[src/hdl/dmm_pkg.sv]
// ----------------------------------------------------------------------------
// dmm_pkg
// Shared types, constants and helpers for the dense matrix multiply core.
// ----------------------------------------------------------------------------
package dmm_pkg;

    // Store and element geometry.
    localparam int unsigned MAX_DIM    = 64;
    localparam int unsigned IDX_WIDTH  = $clog2(MAX_DIM);
    localparam int unsigned DIM_WIDTH  = IDX_WIDTH + 1;
    localparam int unsigned ADDR_WIDTH = 2 * IDX_WIDTH;
    localparam int unsigned STORE_DEPTH = MAX_DIM * MAX_DIM;
    localparam int unsigned DATA_WIDTH = 16;
    localparam int unsigned PROD_WIDTH = 2 * DATA_WIDTH;
    localparam int unsigned ACC_WIDTH  = 40;

    // Stream word layouts; the opcode travels beside the data word.
    localparam int unsigned OPCODE_WIDTH = 2;
    localparam int unsigned IN_BITS      = 2 * IDX_WIDTH + DATA_WIDTH;
    localparam int unsigned IN_WIDTH     = ((IN_BITS + 7) / 8) * 8;
    localparam int unsigned OUT_BITS     = 2 * IDX_WIDTH + ACC_WIDTH;
    localparam int unsigned OUT_WIDTH    = ((OUT_BITS + 7) / 8) * 8;

    // Configuration port.
    localparam int unsigned CFG_INDEX_WIDTH = 2;
    localparam int unsigned CFG_DATA_WIDTH  = 7;

    // Opcodes of an input word.
    localparam logic [OPCODE_WIDTH-1:0] OP_WRITE_A = 2'd0;
    localparam logic [OPCODE_WIDTH-1:0] OP_WRITE_B = 2'd1;
    localparam logic [OPCODE_WIDTH-1:0] OP_ROW     = 2'd2;

    // Register indexes.
    localparam logic [CFG_INDEX_WIDTH-1:0] REG_ROWS_M  = 2'd0;
    localparam logic [CFG_INDEX_WIDTH-1:0] REG_INNER_N = 2'd1;
    localparam logic [CFG_INDEX_WIDTH-1:0] REG_COLS_K  = 2'd2;

    localparam logic [DIM_WIDTH-1:0] DIM_MAX = DIM_WIDTH'(MAX_DIM);

    // Current matrix sizes.
    typedef struct packed {
        logic [DIM_WIDTH-1:0] rows_m;
        logic [DIM_WIDTH-1:0] inner_n;
        logic [DIM_WIDTH-1:0] cols_k;
    } cfg_t;

    // Sequencer to MAC control.
    typedef struct packed {
        logic clear;
        logic valid;
    } mac_ctrl_t;

    // MAC status back to the sequencer.
    typedef struct packed {
        logic busy;
    } mac_status_t;

    // Sizes above the store dimension saturate to it.
    function automatic logic [DIM_WIDTH-1:0] clamp_dim(input logic [CFG_DATA_WIDTH-1:0] v);
        logic [DIM_WIDTH-1:0] d;
        d = DIM_WIDTH'(v);
        if (d > DIM_MAX)
        begin
            d = DIM_MAX;
        end
        return d;
    endfunction

endpackage

[src/hdl/dmm_mac.sv]
// ----------------------------------------------------------------------------
// dmm_mac
// Registered multiplier followed by an exact wrapping accumulator.
// ----------------------------------------------------------------------------
module dmm_mac (
    input  logic                                     clk,
    input  logic                                     rst_n,
    input  dmm_pkg::mac_ctrl_t                       ctrl,
    input  logic signed [dmm_pkg::DATA_WIDTH-1:0]    a_data,
    input  logic signed [dmm_pkg::DATA_WIDTH-1:0]    b_data,
    output dmm_pkg::mac_status_t                     status,
    output logic        [dmm_pkg::ACC_WIDTH-1:0]     acc
);
    import dmm_pkg::*;

    logic signed [PROD_WIDTH-1:0] prod_reg;
    logic                         prod_valid_reg;
    logic [ACC_WIDTH-1:0]         acc_reg;
    logic [ACC_WIDTH-1:0]         acc_next;

    // Product valid flag.
    always_ff @(posedge clk or negedge rst_n)
    begin
        if (!rst_n)
        begin
            prod_valid_reg <= 1'b0;
        end
        else
        begin
            prod_valid_reg <= ctrl.valid;
        end
    end

    // Multiplier stage.
    always_ff @(posedge clk)
    begin
        if (ctrl.valid)
        begin
            prod_reg <= a_data * b_data;
        end
    end

    // Accumulate the sign-extended product, wrapping at the accumulator width.
    always_comb
    begin
        acc_next = acc_reg;
        if (ctrl.clear)
        begin
            acc_next = '0;
        end
        else if (prod_valid_reg)
        begin
            acc_next = acc_reg + ACC_WIDTH'(prod_reg);
        end
    end

    always_ff @(posedge clk)
    begin
        acc_reg <= acc_next;
    end

    assign status.busy = prod_valid_reg;
    assign acc         = acc_reg;

endmodule

[config.mk]
export PLATFORM = sky130hd
export DESIGN_NAME = dmm_mac
export DESIGN_NICKNAME = d
export VERILOG_FILES = /design/src/hdl/dmm_pkg.sv /design/src/hdl/dmm_mac.sv
export SDC_FILE = /design/constraint.sdc
export NUM_CORES = 1
export LEC_CHECK = 0
export BUFFER_PORTS_ARGS = -buffer_cell sky130_fd_sc_hd__buf_4
export CORE_MARGIN = 2
export CORE_UTILIZATION = 60
export CTS_BUF_LIST = sky130_fd_sc_hd__clkbuf_16
export DETAILED_ROUTE_END_ITERATION = 10
export GPL_ROUTABILITY_DRIVEN = 0
export PLACE_DENSITY = 0.77
export SLEW_MARGIN = 20
export SYNTH_ARGS = -nofsm -noshare
export SYNTH_HDL_FRONTEND = slang
export SYNTH_SLANG_ARGS = --single-unit
[constraint.sdc]
create_clock -name clk -period 3.37 [get_ports clk]
set_input_delay 0.1685 -clock clk [delete_from_list [all_inputs] [get_ports clk]]
set_output_delay 0.1685 -clock clk [all_outputs]
set_load 0.02 [all_outputs]
After elaboration in Yosys (flattened, before gate mapping)
Cells that the tools add are included.

operators by class
  add/sub/neg operators = 1
  multiply operators = 1

operator list
  kind                          number
  adder 40 bit                  1
  multiplier 16 x 16 -> 32 bit  1

word-level totals
  register bits = 73
  input bits = 36
  output and inout bits = 41
  word-level logic and storage cells = 5

Logic depth before layout (Yosys ltp)
  depth after elaboration = 1
  depth in mapped cells = 23
  mapped depth without buffers = 22

Least setup slack after synthesis
Ideal clock, no wire load.

  path type = input -> register
  start point = in a_data[15] (netlist bit)
  end point = reg prod_reg[30], data pin
  library setup time = 265 ps
  arrival = 5,540 ps
  required time = 3,105 ps
  slack = -2,435 ps
  stages = 20
  path buffers = 1
  cells stage by stage = clkbuf_1 > nand2_1 > inv_1 > fa_1 > fa_1 > fa_1 > fa_1 > fa_1 > inv_1 > fa_1 > inv_1 > ha_1 > and3_1 > o21a_1 > nor4b_1 > a221oi_1 > nand2_1 > a31oi_1 > o21ai_0 > xor2_1

between the ends
  longest elaborated chain between the ends = 1

RTL lines
  what                          line           source
  start: declaration            dmm_mac.sv:9   input logic signed [dmm_pkg::DATA_WIDTH-1:0] a_data,
  multiplier 16 x 16 -> 32 bit  dmm_mac.sv:39  prod_reg <= a_data * b_data;
  end signal: assignment        dmm_mac.sv:39
  end: declaration              dmm_mac.sv:16  logic signed [PROD_WIDTH-1:0] prod_reg;

Every way passes these cells.
A chain may end at the register's enable or synchronous reset.

Final worst setup path
  start point = in a_data[13] (netlist bit)
  end point = reg prod_reg[27], data pin

Same word-level chain as after synthesis.

==> impl_metrics.json <==
{
  "status": "complete, but fails checks",
  "violations": "setup timing",
  "worstPathMaxFanout": 5,
  "vias": 11525,
  "synthXorXnorAreaFrac_pct": 4.15,
  "post_drt_wl_per_cell_um": 17.3,
  "die_x_um": 159,
  "synth.avg_cell_area_um2": 9.20,
  "slew_headroom_pct": 65.0,
  "ys_types": 65,
  "finalClockSkew_ns": 0.00812,
  "drt_iter0_markers": 817,
  "finalWirelength_um": 36300,
  "grt_first_pass_wirelength_um": 57800,
  "num_rows": 56,
  "clkTransAtPathRegs_ns": 0.06,
  "synth_top_family_by_area": "adder cells",
  "ys_ff_latch": 73,
  "setup_viol_count_final": 26,
  "grt-ovfl-total": 0,
  "cts_buffer_depth": 2,
  "viasPerCell": 5.47,
  "required_ns": 3.45,
  "drive_gt1_share_pct": 26.1,
  "reg2reg_slack_ns": 0.21,
  "yosys_warnings": 0,
  "place.port_buffers": 76,
  "multiInputGateArea_um2": 12000,
  "maxSlewViolCount": 0,
  "place_ws_ns": -2.31,
  "yosys.area_share.simple_pct": 16.0,
  "worstReg2RegEnd": "acc[38]$_SDFFE_PP0P_",
  "r2r-start": "acc[0]$_SDFFE_PP0P_",
  "setup.worst_path.class": "input port to flip-flop",
  "clock.fmax_mhz": 188,
  "syn_inst": 1559,
  "largest_reg_flops": 40,
  "fin_crit_sh_pct": 158,
  "ys.flop_type": "dfxtp_1",
  "synth_compound_area_share_pct": 8.92,
  "synthTopCellsByCount": "inv_1 (301), fa_1 (263), nand2_1 (155)",
  "core-area_um2": 23500,
  "synthDominantCellAreaShare_pct": 36.7,
  "rsz0062_at_grt": "true",
  "setup_ws_ns": -1.94,
  "hold_viol": 0,
  "io_pins": 77,
  "antenna_found_initial": 0,
  "grt_pass1_vias": 12355,
  "syn_to_final_growth_pct": 25.0,
  "synth.area.mux_share_pct": 1.89,
  "syn_nets": 1979,
  "cts_tree": "built",
  "dieArea_um2": 25200,
  "ff2ff_path_depth": 12,
  "yosys.cell_count.top_type": "inv_1",
  "drc": 0,
  "h-tree-depth": 3,
  "hp-class": "input port to async pin",
  "arrival_ns": 5.40,
  "fill_cells": 1530,
  "synth_fa_ha_area_share_pct": 47.3,
  "numCtsBuffers": 9,
  "cap_violations": 0,
  "min_period_ns": 5.31,
  "cts.sinks": 73,
  "async_flop_share_pct": 1.37,
  "synth_area_leaders": "fa_1 (37%), ha_1 (11%), inv_1 (7.9%)",
  "synth_area_leader_cell": "fa_1",
  "synth-edff-count": 32,
  "drtAntennaViolNets": 0,
  "syn_area_um2": 14300,
  "end_kind": "flip-flop",
  "ys_seq_area_share_pct": 12.5,
  "die_h_um": 159,
  "start_kind": "input port",
  "layout.nets": 2202,
  "cts_root_buf": "clkbuf_16",
  "dp_hpwl_um": 28900,
  "tns_ns": -35.79,
  "antenna_cells": 0,
  "seq_area_um2": 1790,
  "clk_latency_ns": 0.34,
  "initial_core_util_pct": 61.1,
  "grt_use_total_pct": 29.0,
  "drt-pass1-iter-count": 5,
  "worst_slew_pin_slew_ns": 0.520,
  "grt_start_max_net_pins": 52
}
[how the worst max path moves through the flow]
| stage | start | to | slack, ns | cells after the start |
|---|---|---|---|---|
| after floorplan | a_data[15] | prod_reg[31]$_DFFE_PP_ | -1.95 | 21 |
| after global placement | b_data[4] | prod_reg[31]$_DFFE_PP_ | -2.18 | 22 |
| after detailed placement | b_data[8] | prod_reg[30]$_DFFE_PP_ | -2.31 | 22 |
| after CTS | a_data[11] | prod_reg[31]$_DFFE_PP_ | -1.80 | 22 |
| after global routing | b_data[15] | prod_reg[30]$_DFFE_PP_ | -2.12 | 22 |
| final | a_data[13] | prod_reg[27]$_DFFE_PP_ | -1.94 | 22 |
[cell type report]
cell class              instances  area share (%)
multi-input cells            1132            66.7
repair buffers                265            13.1
flip-flops and latches         73            9.98
inverters                     301            6.34
well taps                     319            2.23
clock buffers                   9            1.26
clock inverters                 7           0.349
[cell usage in the layout, fill, tap and decap left out, types with 12 or more instances in the layout]
cell,count
edfxtp_1,32
a21oi_1,47
o21ai_0,32
nor3_1,13
ha_1,99
xnor2_1,45
nand3_1,12
inv_1,272
dfxtp_1,40
nor2_1,69
buf_6,39
a21o_1,22
and2_1,95
fa_2,26
inv_2,28
and2_4,35
nand2b_1,16
nand2_1,146
mux2i_1,26
ha_4,17
fa_1,237
buf_4,206
clkbuf_16,12
xor2_1,21
[through the flow]
stage	area, µm²	utilization (%)	std cells	hold slack (ns)
after floorplan	14900	-	1559	-0.127
after global placement	16700	71.3	2064	-0.0556
after detailed placement	16700	71.3	2064	-0.0555
after CTS	17500	74.5	2094	0.141
after global routing	17900	76.4	2106	0.140
final	17900	76.4	2106	0.144
[worst max-delay path: stages]
cell and delay [ns]:
buf_12 0.11, and2_4 0.15, fa_1 0.56, inv_2 0.05, fa_2 0.57, fa_2 0.43, inv_2 0.07, fa_2 0.43
fa_1 0.49, inv_1 0.05, fa_1 0.51, inv_2 0.06, ha_4 0.23, a211oi_4 0.26, o21ai_2 0.09, a211oi_2 0.30
o21ai_1 0.10, a211oi_2 0.25, buf_4 0.16, o21bai_1 0.06, a21oi_1 0.19, xnor2_1 0.10
[per-layer routing]
layer	GRT usage (%)	vias up	part of all wire, %
met5	0	-	0
li1	-	5342	-
met1	37.2	5693	42
met4	8.62	0	2.4
met3	3.84	69	5.6
met2	51.4	421	50
[cells by family after synthesis]
group / Yosys count
and+or+nand+nor: 454
adders and majority gates: 384
buffers and inverters: 354
AOI/OAI and AO/OA: 199
DFF: 73
xor gates and xnor gates: 68
muxes: 27
[what timing repair did]
action                     in CTS  in global routing
buffers inserted               13                 13
setup endpoints to repair      26                 27
pin swaps                      30                 59
hold endpoints to repair        1                  0
resized for setup             106                 91
hold buffers                    1                  0
cloned                          0                  3
Power is not shown: default switching activity piles up to over one toggle a cycle in this logic, so the estimate is an artifact.
