<file path="src/hdl/dmm_pkg.sv">
// ----------------------------------------------------------------------------
// dmm_pkg
// Shared types, constants and helpers for the dense matrix multiply core.
// ----------------------------------------------------------------------------
package dmm_pkg;

    // Store and element geometry.
    localparam int unsigned MAX_DIM    = 64;
    localparam int unsigned IDX_WIDTH  = $clog2(MAX_DIM);
    localparam int unsigned DIM_WIDTH  = IDX_WIDTH + 1;
    localparam int unsigned ADDR_WIDTH = 2 * IDX_WIDTH;
    localparam int unsigned STORE_DEPTH = MAX_DIM * MAX_DIM;
    localparam int unsigned DATA_WIDTH = 16;
    localparam int unsigned PROD_WIDTH = 2 * DATA_WIDTH;
    localparam int unsigned ACC_WIDTH  = 40;

    // Stream word layouts; the opcode travels beside the data word.
    localparam int unsigned OPCODE_WIDTH = 2;
    localparam int unsigned IN_BITS      = 2 * IDX_WIDTH + DATA_WIDTH;
    localparam int unsigned IN_WIDTH     = ((IN_BITS + 7) / 8) * 8;
    localparam int unsigned OUT_BITS     = 2 * IDX_WIDTH + ACC_WIDTH;
    localparam int unsigned OUT_WIDTH    = ((OUT_BITS + 7) / 8) * 8;

    // Configuration port.
    localparam int unsigned CFG_INDEX_WIDTH = 2;
    localparam int unsigned CFG_DATA_WIDTH  = 7;

    // Opcodes of an input word.
    localparam logic [OPCODE_WIDTH-1:0] OP_WRITE_A = 2'd0;
    localparam logic [OPCODE_WIDTH-1:0] OP_WRITE_B = 2'd1;
    localparam logic [OPCODE_WIDTH-1:0] OP_ROW     = 2'd2;

    // Register indexes.
    localparam logic [CFG_INDEX_WIDTH-1:0] REG_ROWS_M  = 2'd0;
    localparam logic [CFG_INDEX_WIDTH-1:0] REG_INNER_N = 2'd1;
    localparam logic [CFG_INDEX_WIDTH-1:0] REG_COLS_K  = 2'd2;

    localparam logic [DIM_WIDTH-1:0] DIM_MAX = DIM_WIDTH'(MAX_DIM);

    // Current matrix sizes.
    typedef struct packed {
        logic [DIM_WIDTH-1:0] rows_m;
        logic [DIM_WIDTH-1:0] inner_n;
        logic [DIM_WIDTH-1:0] cols_k;
    } cfg_t;

    // Sequencer to MAC control.
    typedef struct packed {
        logic clear;
        logic valid;
    } mac_ctrl_t;

    // MAC status back to the sequencer.
    typedef struct packed {
        logic busy;
    } mac_status_t;

    // Sizes above the store dimension saturate to it.
    function automatic logic [DIM_WIDTH-1:0] clamp_dim(input logic [CFG_DATA_WIDTH-1:0] v);
        logic [DIM_WIDTH-1:0] d;
        d = DIM_WIDTH'(v);
        if (d > DIM_MAX)
        begin
            d = DIM_MAX;
        end
        return d;
    endfunction

endpackage

</file>
<file path="src/hdl/dmm_seq.sv">
// ----------------------------------------------------------------------------
// dmm_seq
// Row sequencer: walks the columns and the summed index of one row of C,
// drives the store reads and the MAC, and holds the output word register.
// ----------------------------------------------------------------------------
module dmm_seq (
    input  logic                                  clk,
    input  logic                                  rst_n,
    input  dmm_pkg::cfg_t                         cfg,
    input  logic                                  in_accept,
    input  logic [dmm_pkg::OPCODE_WIDTH-1:0]      in_opcode,
    input  logic [dmm_pkg::IDX_WIDTH-1:0]         in_row,
    output logic                                  ready,
    output logic                                  rd_en,
    output logic [dmm_pkg::ADDR_WIDTH-1:0]        a_raddr,
    output logic [dmm_pkg::ADDR_WIDTH-1:0]        b_raddr,
    output dmm_pkg::mac_ctrl_t                    mac_ctrl,
    input  dmm_pkg::mac_status_t                  mac_status,
    input  logic [dmm_pkg::ACC_WIDTH-1:0]         acc,
    output logic                                  m_tvalid,
    input  logic                                  m_tready,
    output logic [dmm_pkg::OUT_WIDTH-1:0]         m_tdata,
    output logic                                  m_tlast
);
    import dmm_pkg::*;

    localparam logic [1:0] S_IDLE  = 2'd0;
    localparam logic [1:0] S_ISSUE = 2'd1;
    localparam logic [1:0] S_DRAIN = 2'd2;

    logic [1:0]           state_reg, state_next;
    logic [IDX_WIDTH-1:0] row_reg, row_next;
    logic [IDX_WIDTH-1:0] col_reg, col_next;
    logic [IDX_WIDTH-1:0] p_reg, p_next;
    logic                 rd_valid_reg;
    logic                 issue;
    logic                 clear;
    logic                 start_row;
    logic                 last_p;
    logic                 last_col;
    logic                 emit;
    logic                 out_valid_reg, out_valid_next;
    logic [IDX_WIDTH-1:0] out_row_reg;
    logic [IDX_WIDTH-1:0] out_col_reg;
    logic [ACC_WIDTH-1:0] out_sum_reg;
    logic                 out_last_reg;

    assign start_row = in_accept && (in_opcode == OP_ROW) &&
                       ({1'b0, in_row} < cfg.rows_m) && (cfg.cols_k != '0);
    assign last_p    = (DIM_WIDTH'(p_reg) + DIM_WIDTH'(1)) == cfg.inner_n;
    assign last_col  = (DIM_WIDTH'(col_reg) + DIM_WIDTH'(1)) == cfg.cols_k;
    assign emit      = (state_reg == S_DRAIN) && !rd_valid_reg && !mac_status.busy &&
                       (!out_valid_reg || m_tready);
    assign issue     = (state_reg == S_ISSUE);

    // Sequencer next state.
    always_comb
    begin
        state_next = state_reg;
        row_next   = row_reg;
        col_next   = col_reg;
        p_next     = p_reg;
        clear      = 1'b0;
        case (state_reg)
            S_IDLE:
            begin
                if (start_row)
                begin
                    row_next   = in_row;
                    col_next   = '0;
                    p_next     = '0;
                    clear      = 1'b1;
                    state_next = (cfg.inner_n == '0) ? S_DRAIN : S_ISSUE;
                end
            end
            S_ISSUE:
            begin
                p_next = p_reg + IDX_WIDTH'(1);
                if (last_p)
                begin
                    state_next = S_DRAIN;
                end
            end
            S_DRAIN:
            begin
                if (emit)
                begin
                    if (last_col)
                    begin
                        state_next = S_IDLE;
                    end
                    else
                    begin
                        col_next   = col_reg + IDX_WIDTH'(1);
                        p_next     = '0;
                        clear      = 1'b1;
                        state_next = (cfg.inner_n == '0) ? S_DRAIN : S_ISSUE;
                    end
                end
            end
            default:
            begin
                state_next = S_IDLE;
            end
        endcase
    end

    always_ff @(posedge clk or negedge rst_n)
    begin
        if (!rst_n)
        begin
            state_reg    <= S_IDLE;
            rd_valid_reg <= 1'b0;
            row_reg      <= '0;
            col_reg      <= '0;
            p_reg        <= '0;
        end
        else
        begin
            state_reg    <= state_next;
            rd_valid_reg <= issue;
            row_reg      <= row_next;
            col_reg      <= col_next;
            p_reg        <= p_next;
        end
    end

    // Store reads: A walks along the row, B down the column.
    assign rd_en          = issue;
    assign a_raddr        = {row_reg, p_reg};
    assign b_raddr        = {p_reg, col_reg};
    assign mac_ctrl.valid = rd_valid_reg;
    assign mac_ctrl.clear = clear;

    // Output word register.
    assign out_valid_next = emit || (out_valid_reg && !m_tready);

    always_ff @(posedge clk or negedge rst_n)
    begin
        if (!rst_n)
        begin
            out_valid_reg <= 1'b0;
        end
        else
        begin
            out_valid_reg <= out_valid_next;
        end
    end

    always_ff @(posedge clk)
    begin
        if (emit)
        begin
            out_row_reg  <= row_reg;
            out_col_reg  <= col_reg;
            out_sum_reg  <= acc;
            out_last_reg <= last_col;
        end
    end

    assign ready    = (state_reg == S_IDLE);
    assign m_tvalid = out_valid_reg;
    assign m_tdata  = OUT_WIDTH'({out_sum_reg, out_col_reg, out_row_reg});
    assign m_tlast  = out_last_reg;

endmodule

</file>
<file path="config.mk">
export PLATFORM = sky130hd
export DESIGN_NAME = dmm_seq
export DESIGN_NICKNAME = d
export VERILOG_FILES = /design/src/hdl/dmm_pkg.sv /design/src/hdl/dmm_seq.sv
export SDC_FILE = /design/constraint.sdc
export NUM_CORES = 1
export LEC_CHECK = 0
export CORE_MARGIN = 3
export CORE_UTILIZATION = 60
export DETAILED_ROUTE_END_ITERATION = 10
export DONT_BUFFER_PORTS = 1
export PLACE_DENSITY = 0.75
export SYNTH_ARGS = -nofsm -noshare
export SYNTH_HDL_FRONTEND = slang
export SYNTH_SLANG_ARGS = --single-unit
</file>
<file path="constraint.sdc">
create_clock -name clk -period 9.8 [get_ports clk]
set_clock_uncertainty 0.1 [all_clocks]
set_input_delay 1.47 -clock clk [delete_from_list [all_inputs] [get_ports clk]]
set_output_delay 1.47 -clock clk [all_outputs]
set_load 0.05 [all_outputs]
</file>
# Word-level counts from Yosys, hierarchy flattened
# Cells that the tools add are included.
dict set report totals {
  out_inout_bits 86
  word_cells 63
  ff_bits 75
  inputBits 74
}
dict set report op_classes {
  add_sub_neg 4
  n_eq_ne 9
  n_lt_le_gt_ge 1
  reduce_logical 22
  mux 17
}
# op count
set op_table {}
lappend op_table {{6-bit two-way mux} 5}
lappend op_table {{6-bit case mux with 3 select lines} 1}
lappend op_table {{6-bit by 1-bit adder with 7-bit output (second input constant)} 2}
lappend op_table {{7-bit equality test} 2}
lappend op_table {{6-bit by 1-bit adder with 6-bit output (second input constant)} 2}
lappend op_table {{6-bit case mux with 2 select lines} 1}
lappend op_table {{2-bit two-way mux} 5}
lappend op_table {{4-bit AND reduction} 2}
lappend op_table {{1-bit logical AND} 7}
lappend op_table {{7-bit logical NOT} 1}
lappend op_table {{6-bit by 7-bit less-than comparator with 1-bit output} 1}
lappend op_table {{7-bit nonzero test} 1}
lappend op_table {{2-bit case mux with 3 select lines} 1}
lappend op_table {{2-bit equality test (second input constant)} 2}
lappend op_table {{1-bit logical NOT} 4}
lappend op_table {{2-bit by 1-bit inequality test with 1-bit output (second input constant)} 2}
lappend op_table {{2-bit inequality test (second input constant)} 2}
lappend op_table {{1-bit two-way mux} 3}
lappend op_table {{3-bit AND reduction} 1}
lappend op_table {{3-bit nonzero test} 1}
lappend op_table {{2-bit by 1-bit equality test with 1-bit output (second input constant)} 1}
lappend op_table {{2-bit logical NOT} 1}
lappend op_table {{1-bit logical OR} 2}
lappend op_table {{1-bit case mux with 2 select lines} 1}
lappend op_table {{2 further kinds} 2}

# Depth between registers and ports, before layout
# Gate-level depths: netlist of run 1.
dict set report logic_depth {
  ltp_word 6
  mapped_depth 9
  ltp_nobuf 8
}

# Worst setup path after synthesis of run 1
# OpenSTA, ideal clock, no wires.
dict set report synth_timing {
  path_type {input-to-output}
  startpoint {input port m_tready}
  endpoint {output port mac_ctrl[1] in the netlist's numbering}
  t_arrival_ns 5.798
  t_required_ns 8.230
  slack_ns 2.432
  cell_stages 6
  path_buffers 1
  cell_sequence {nand2b_1 -> nor4b_2 -> o41ai_4 -> and2_1 -> inv_1 -> buf_4}
}
dict set report synth_between {
  elab_chain_cells 4
}
# item line
set synth_lines {}
lappend synth_lines {{start, declared} dmm_seq.sv:21} ;# input logic m_tready,
lappend synth_lines {{1-bit logical OR} dmm_seq.sv:53} ;# (!out_valid_reg || m_tready);
lappend synth_lines {{1-bit logical AND} dmm_seq.sv:52} ;# assign emit = (state_reg == S_DRAIN) && !rd_valid_reg && !mac_status.busy &&
lappend synth_lines {{via emit} dmm_seq.sv:41} ;# logic emit;
lappend synth_lines {{1-bit two-way mux} dmm_seq.sv:86} ;# if (emit)
lappend synth_lines {{1-bit case mux with 2 select lines} dmm_seq.sv:64} ;# case (state_reg)
lappend synth_lines {{end, declared} dmm_seq.sv:17} ;# output dmm_pkg::mac_ctrl_t mac_ctrl,
# The timed path passes the listed nets, and every way through them passes these cells.

==> reports/summary.txt, run 1 <==
Post-synth EDFFs: 53
Initial antenna violation count: 0
Sw Ratio: 0.428
First-pass GRT wire length: 10100 um
Worst setup EP type: output port
Mapped Area: 3230 sq um
Final Slew Violations: 0
Commonest non-fill, non-tap cell in the layout: edfxtp_1
WP data required: 8.23 ns
Vias in the first global route: 1871
Max Buffers Root-to-Sink: 2
Arr. time, crit path: 3.53 ns
Unrepaired setup endpoints after global routing: false
Clock Latency Late Sink: 0.33 ns
Gr ovfl total: 0
Min Hold Slack: 0.560 ns
Fmax: 0.196 GHz
Flops & latches, synth: 75
Core area: 5170 sq um
Static leakage power: 0.00127 uW
Final HPWL from detailed placement: 5130 um
Core Rows: 26
Setup bufs post-CTS: 0
Tcrit/Tclk final: 0.520
Clk pin slew, worst setup/hold paths: 0.08 ns
Critical path peak fanout: 13
Total die area: 6300 sq um
Area growth syn-to-layout: 6.47%
Register area share after synthesis: 0.663
Status: completed
Fraction of layout cells with a size suffix above 1: 0.139
Top_reg_cell synth: edfxtp_1
Clk root buf: clkbuf_8
Synth Area per Inst: 14.3 sq um
Fill cell count: 357
Number of port buffers: 0
Max_slew headroom: 0.269
Drt total wl: 6650 um
Pint: 566 uW
DRT Pass-1 Iters: 4
Synth cell types: 47
Maximum vdd drop: 0.305 mV
CTS Buf Count: 9
Die X: 79.4 um
Part of the power in the clock network: 0.251
Setup CP Type: flip-flop to output port
Initial Util: 0.625
Gr usage total: 0.218
Htree depth: 3
Die Height: 79.4 um
Largest net degree at the start of global routing: 56
CTS sink cnt: 75
Pwr Density: 288 nW/um^2
Gate power share: 0.158
Via count: 1850
Slew at the pin with the worst max-slew slack: 1.10 ns
PostCTS Resize Cnt: 0
Final ANT Viol Nets: 0
Wire per inst: 22.1 um
Placer congestion estimate: 0.803
Final setup fails: 0
Post-CTS Hold Buffers: 0
Ports: 160
MaxCap Viol Count: 0
Critical Path Start Type: flip-flop
Psw: 424 uW
Endpoints failing hold: 0
Setup TNS: 0 ns
CTS tree: built
Period minus WS final: 5.10 ns
Ys async rst share: 0.293
DR vias/cell: 6.15
Syn Inst Count: 226
Final core occ: 0.665
Max reg flops: 40
Most frequent cells in the layout: edfxtp_1 (53), dfrtp_1 (22), inv_1 (13), xnor2_1 (11), nand3_1 (10)
Sequential Power Share: 0.591
Nets@finish: 307
Diode count: 0
Yosys warns: 0
Class of the worst hold path: flip-flop to flip-flop
DRC viols: 0
First DRT Iteration DRCs: 97
## final timing paths
check,slack [ns],cells after the start,start,end
worst max-delay path,4.70,7,col_reg[0],mac_ctrl[1]
worst min-delay path,0.56,2,state_reg[1],col_reg[2]
worst max register to register,6.51,7,col_reg[0],col_reg[4]
worst min register to register,0.56,2,state_reg[1],col_reg[2]
max in group asynchronous,8.80,0,rst_n,row_reg[2]
min in group asynchronous,0.72,0,rst_n,row_reg[5]
## stage by stage
| stage | instance area, sq um | setup slack [ns] | total power [uW] | cells |
|---|---|---|---|---|
| after floorplan | 3240 | 2.43 | 724 | 229 |
| after global placement | 3230 | 4.94 | 739 | 285 |
| after detailed placement | 3230 | 4.85 | 751 | 285 |
| after CTS | 3440 | 4.69 | 999 | 301 |
| after global routing | 3440 | 4.44 | 1040 | 301 |
| final | 3440 | 4.70 | 990 | 301 |
## worst max-delay path, stage by stage, from the launching register on
cell       delay [ns]
dfrtp_1          0.81
ha_1             0.40
nand4_2          0.13
a211oi_2         0.34
o2111ai_2        0.20
o41ai_4          0.72
and2_1           0.33
inv_1            0.26
## power by group through the flow
stage | Combinational [uW] | Clock [uW] | Sequential [uW]
final | 157 | 248 | 585
after global routing | 173 | 270 | 595
after global placement | 149 | 0 | 590
after floorplan | 195 | 0 | 529
after detailed placement | 156 | 0 | 594
after CTS | 158 | 254 | 587
## kinds of logic after synthesis
group,Yosys count,synth area share
xor+xnor,17,0.0461
other cells,1,0.00116
compound gates,40,0.0922
buf+inv,28,0.0523
mux,7,0.0240
flops,75,0.663
fa+ha+maj,7,0.0271
simple gates,51,0.0941
## Yosys cell counts (3+ instances only)
master,number,area (sq um)
nor3_1,5,25.0
nand2_1,6,22.5
buf_4,13,97.6
o211ai_1,3,22.5
nor4_1,4,25.0
a21oi_1,9,45.0
inv_1,13,48.8
nor2_1,6,22.5
dfrtp_1,22,551
xor2_1,6,52.6
xnor2_1,11,96.3
mux2_2,6,67.6
ha_1,7,87.6
o21ai_1,4,20.0
nor2b_1,5,31.3
nand3_1,10,50.1
nand2b_1,3,18.8
o21ai_0,4,20.0
edfxtp_1,53,1590
## routing by layer
layer / global-route usage / share of wire / routed length (um) / vias up
li1: - / - / - / 825
met1: 0.225 / 0.34 / 2240 / 901
met2: 0.372 / 0.55 / 3660 / 106
met3: 0.100 / 0.094 / 624 / 18
met4: 0.110 / 0.020 / 130 / 0
met5: 0 / 0 / 0 / -
## cell type report
type | count | area [sq um] | share of cell area
multi-input cells | 126 | 940 | 0.273
clock inverters | 7 | 90.1 | 0.0262
inverters | 13 | 48.8 | 0.0142
repair buffers | 1 | 7.51 | 0.00218
clock buffers | 9 | 124 | 0.0360
well taps | 70 | 87.6 | 0.0255
flip-flops and latches | 75 | 2140 | 0.623
Power figures use the tool's default switching activity.
==> inputs of run 2 (changes only) <==
--- a/config.mk
+++ b/config.mk
@@ -5,6 +5,7 @@
 export SDC_FILE = /design/constraint.sdc
 export NUM_CORES = 1
 export LEC_CHECK = 0
+export ABC_AREA = 1
 export CORE_MARGIN = 3
 export CORE_UTILIZATION = 60
 export DETAILED_ROUTE_END_ITERATION = 10
==> constraint.sdc (replaced) <==
create_clock -name clk -period 5.06 [get_ports clk]
set_clock_uncertainty 0.1 [all_clocks]
set_input_delay 0.759 -clock clk [delete_from_list [all_inputs] [get_ports clk]]
set_output_delay 0.759 -clock clk [all_outputs]
set_load 0.05 [all_outputs]
==> reports/summary.txt, run 2 <==
Status: completed
Critical-path top delay cell: dfrtp_1
Max Buffers Root-to-Sink: 2 (unchanged)
Max_slew headroom: 0.245 (-0.0241)
Final worst slack: 1.47 ns (-3.23 ns)
FF-to-FF End: col_reg[5]
R2R depth: 12 (+5)
Worst setup EP type: output port
Core area: 5270 sq um (+1.9%)
Worst-path cell chain: ha_1 > nand2_1 > nor2_2 > nand2_1 > or2_0 > nand2_1 > nor2_2 > nand2_2 > nand2_2 > nand2_2
Mapped Area: 3380 sq um (+4.5%)
Core Rows: 26 (unchanged)
Ports: 160 (unchanged)
Htree depth: 3 (unchanged)
CTS Buf Count: 9 (unchanged)
Placer congestion estimate: 0.812 (+1.1%)
Wire per inst: 17.5 um (-21%)
Synth Area per Inst: 10.4 sq um (-27%)
Arr. time, crit path: 2.73 ns (-0.80 ns)
Initial Util: 0.641 (+0.0160)
Flops & latches, synth: 75 (unchanged)
Kind of cell adding the most delay to the critical path: simple AND/OR/NAND/NOR gates
MaxCap Viol Count: 0 (unchanged)
First-pass GRT wire length: 10600 um (+5.0%)
Drt total wl: 7050 um (+6.0%)
Sequential Power Share: 0.585 (-0.006)
WP data required: 4.20 ns (-4.03 ns)
Register area share after synthesis: 0.635 (-0.0285)
CTS sink cnt: 75 (unchanged)
Fraction of layout cells with a size suffix above 1: 0.117 (-0.0211)
Final HPWL from detailed placement: 5120 um (-0.27%)
DR vias/cell: 5.44 (-11%)
Most frequent cells in the layout: nand2_1 (89), edfxtp_1 (53), inv_1 (46), nand3_1 (25), dfrtp_1 (22)
Diode count: 0 (unchanged)
Pint: 1270 uW (+120%)
Unrepaired setup endpoints after global routing: false
Syn Inst Count: 325 (+44%)
CP max stage delay: 0.79 ns (-0.02 ns)
Largest area contributor in the netlist: edfxtp_1
Endpoints failing hold: 0 (unchanged)
Final Slew Violations: 0 (unchanged)
Ys async rst share: 0.293 (unchanged)
PostCTS Resize Cnt: 0 (unchanged)
Sw Ratio: 0.469 (+0.0403)
Final setup fails: 0 (unchanged)
Tcrit/Tclk final: 0.710
Part of the power in the clock network: 0.232 (-0.019)
Setup CP Type: flip-flop to output port
Final core occ: 0.689 (+0.0238)
Setup TNS: 0 ns (unchanged)
CP Capture Point: mac_ctrl[1]
Class of the worst hold path: input pin to flip-flop
Yosys warns: 0 (unchanged)
Die X: 81.0 um (+2.1%)
WP depth: 10 (+3)
CTS tree: built
Commonest cells post-synth: nand2_1 (89), edfxtp_1 (53), inv_1 (46), nand3_1 (25), dfrtp_1 (22)
Place WS: 1.68 ns (-3.16 ns)
Area contributors post-synth: edfxtp_1 (47%), dfrtp_1 (16%), nand2_1 (9.9%)
Maximum vdd drop: 0.405 mV (+33%)
Slew at the pin with the worst max-slew slack: 1.13 ns (+0.0362 ns)
Area growth syn-to-layout: 7.52%
First DRT Iteration DRCs: 151 (+56%)
Clock Latency Late Sink: 0.33 ns (about the same)
Clk pin slew, worst setup/hold paths: 0.08 ns (about the same)
Reg2reg setup slack: 2.23 ns (-4.28 ns)
Via count: 2187 (+18%)
DRC viols: 0 (unchanged)
Post-synth EDFFs: 53 (unchanged)
Top_reg_cell synth: edfxtp_1
Commonest non-fill, non-tap cell in the layout: nand2_1
Setup bufs post-CTS: 0 (unchanged)
Synth top area share: 0.471 (-0.0212)
DRT Pass-1 Iters: 4 (unchanged)
Gr ovfl total: 0 (unchanged)
Psw: 1120 uW (+160%)
Die Height: 81.0 um (+2.1%)
Critical Path Start Type: flip-flop
Clk root buf: clkbuf_8
Gr usage total: 0.223 (+0.00487)
Gate power share: 0.183 (+0.025)
Static leakage power: 0.00157 uW (+23%)
Number of port buffers: 0 (unchanged)
Largest net degree at the start of global routing: 55 (-1.8%)
Pwr Density: 656 nW/um^2 (+130%)
Fmax: 0.278 GHz
Synth cell types: 30 (-36%)
Critical R2R Launch: col_reg[0]
Critical path peak fanout: 11 (-2)
Initial antenna violation count: 1 (+1)
CP Launch Point: col_reg[0]
Fill cell count: 400 (+12%)
Nets@finish: 408 (+33%)
Final ANT Viol Nets: 0 (unchanged)
Most frequent cell after synthesis: nand2_1
Worst path bufs/invs: 0 (-1)
Vias in the first global route: 2101 (+12%)
Period minus WS final: 3.59 ns
Max reg flops: 40 (unchanged)
Total die area: 6560 sq um (+4.2%)
[run 2: changes by cell type in the layout (fill, tap and decap cells not counted), sizes merged, moves of 6 or more]
cell   previous run  this run
nand3            10        27
inv              19        50
xnor2            11         1
nor2              6        25
mux2              6         0
nand2             6        96
[run 2: cell type report]
| class | count | area, sq um | share of cell area |
|---|---|---|---|
| flip-flops and latches | 75 | 2140 | 0.590 |
| multi-input cells | 191 | 955 | 0.263 |
| inverters | 47 | 176 | 0.0486 |
| clock buffers | 9 | 124 | 0.0341 |
| clock inverters | 7 | 120 | 0.0331 |
| well taps | 70 | 87.6 | 0.0241 |
| repair buffers | 3 | 25.0 | 0.00689 |
[run 2: worst min path at each step]
stage	start	to	slack (ns)	depth (start not counted)
final	acc[15]	out_sum_reg[15]	0.41	0
after global routing	acc[4]	out_sum_reg[4]	0.38	0
after floorplan	rst_n	col_reg[0]	0.36	0
after CTS	acc[29]	out_sum_reg[29]	0.39	0
after global placement	rst_n	col_reg[4]	0.36	0
after detailed placement	rst_n	col_reg[2]	0.36	0
[run 2: cell families (layout without fill, tap and decap cells)]
group | after synthesis | after routing | synth area share
AND/OR/NAND/NOR | 160 | 160 | 0.213
flip-flops | 75 | 75 | 0.635
buffers and inverters | 62 | 66 | 0.0860
AO/OA/AOI/OAI | 18 | 18 | 0.0341
adder cells (fa/ha/maj) | 7 | 7 | 0.0259
XOR/XNOR | 2 | 2 | 0.00519
other | 1 | 4 | 0.00111
[run 2: metrics by stage]
stage	cell area (sq um)	hold slack [ns]	power (uW)	std cells
4_1_cts	3630	0.395	2400	402
2_1_floorplan	3390	0.363	1760	328
6_report	3630	0.411	2380	402
5_1_grt	3630	0.385	2500	402
3_3_place_gp	3380	0.364	1820	385
3_5_place_dp	3380	0.364	1840	385
[run 2: routing by layer]
metal  vias to the layer above  global-route usage  part of all wire
li1                       1050                   -                 -
met1                       987               0.251              0.38
met2                       133               0.373              0.48
met3                        15               0.110              0.12
met4                         2              0.0709             0.017
met5                         -                   0            0.0028
[run 2: power groups by stage]
stage	sequential, uW	clock, uW	combinational, uW
after floorplan	1280	0	484
after global placement	1400	0	416
after detailed placement	1410	0	428
after CTS	1400	563	435
after global routing	1420	591	496
final	1390	554	435
[run 2: timing repair]
item | CTS | global route
endpoints found under the hold margin | 22 | 0
setup endpoints to repair | 0 | 0
hold buffers | 1 | 0
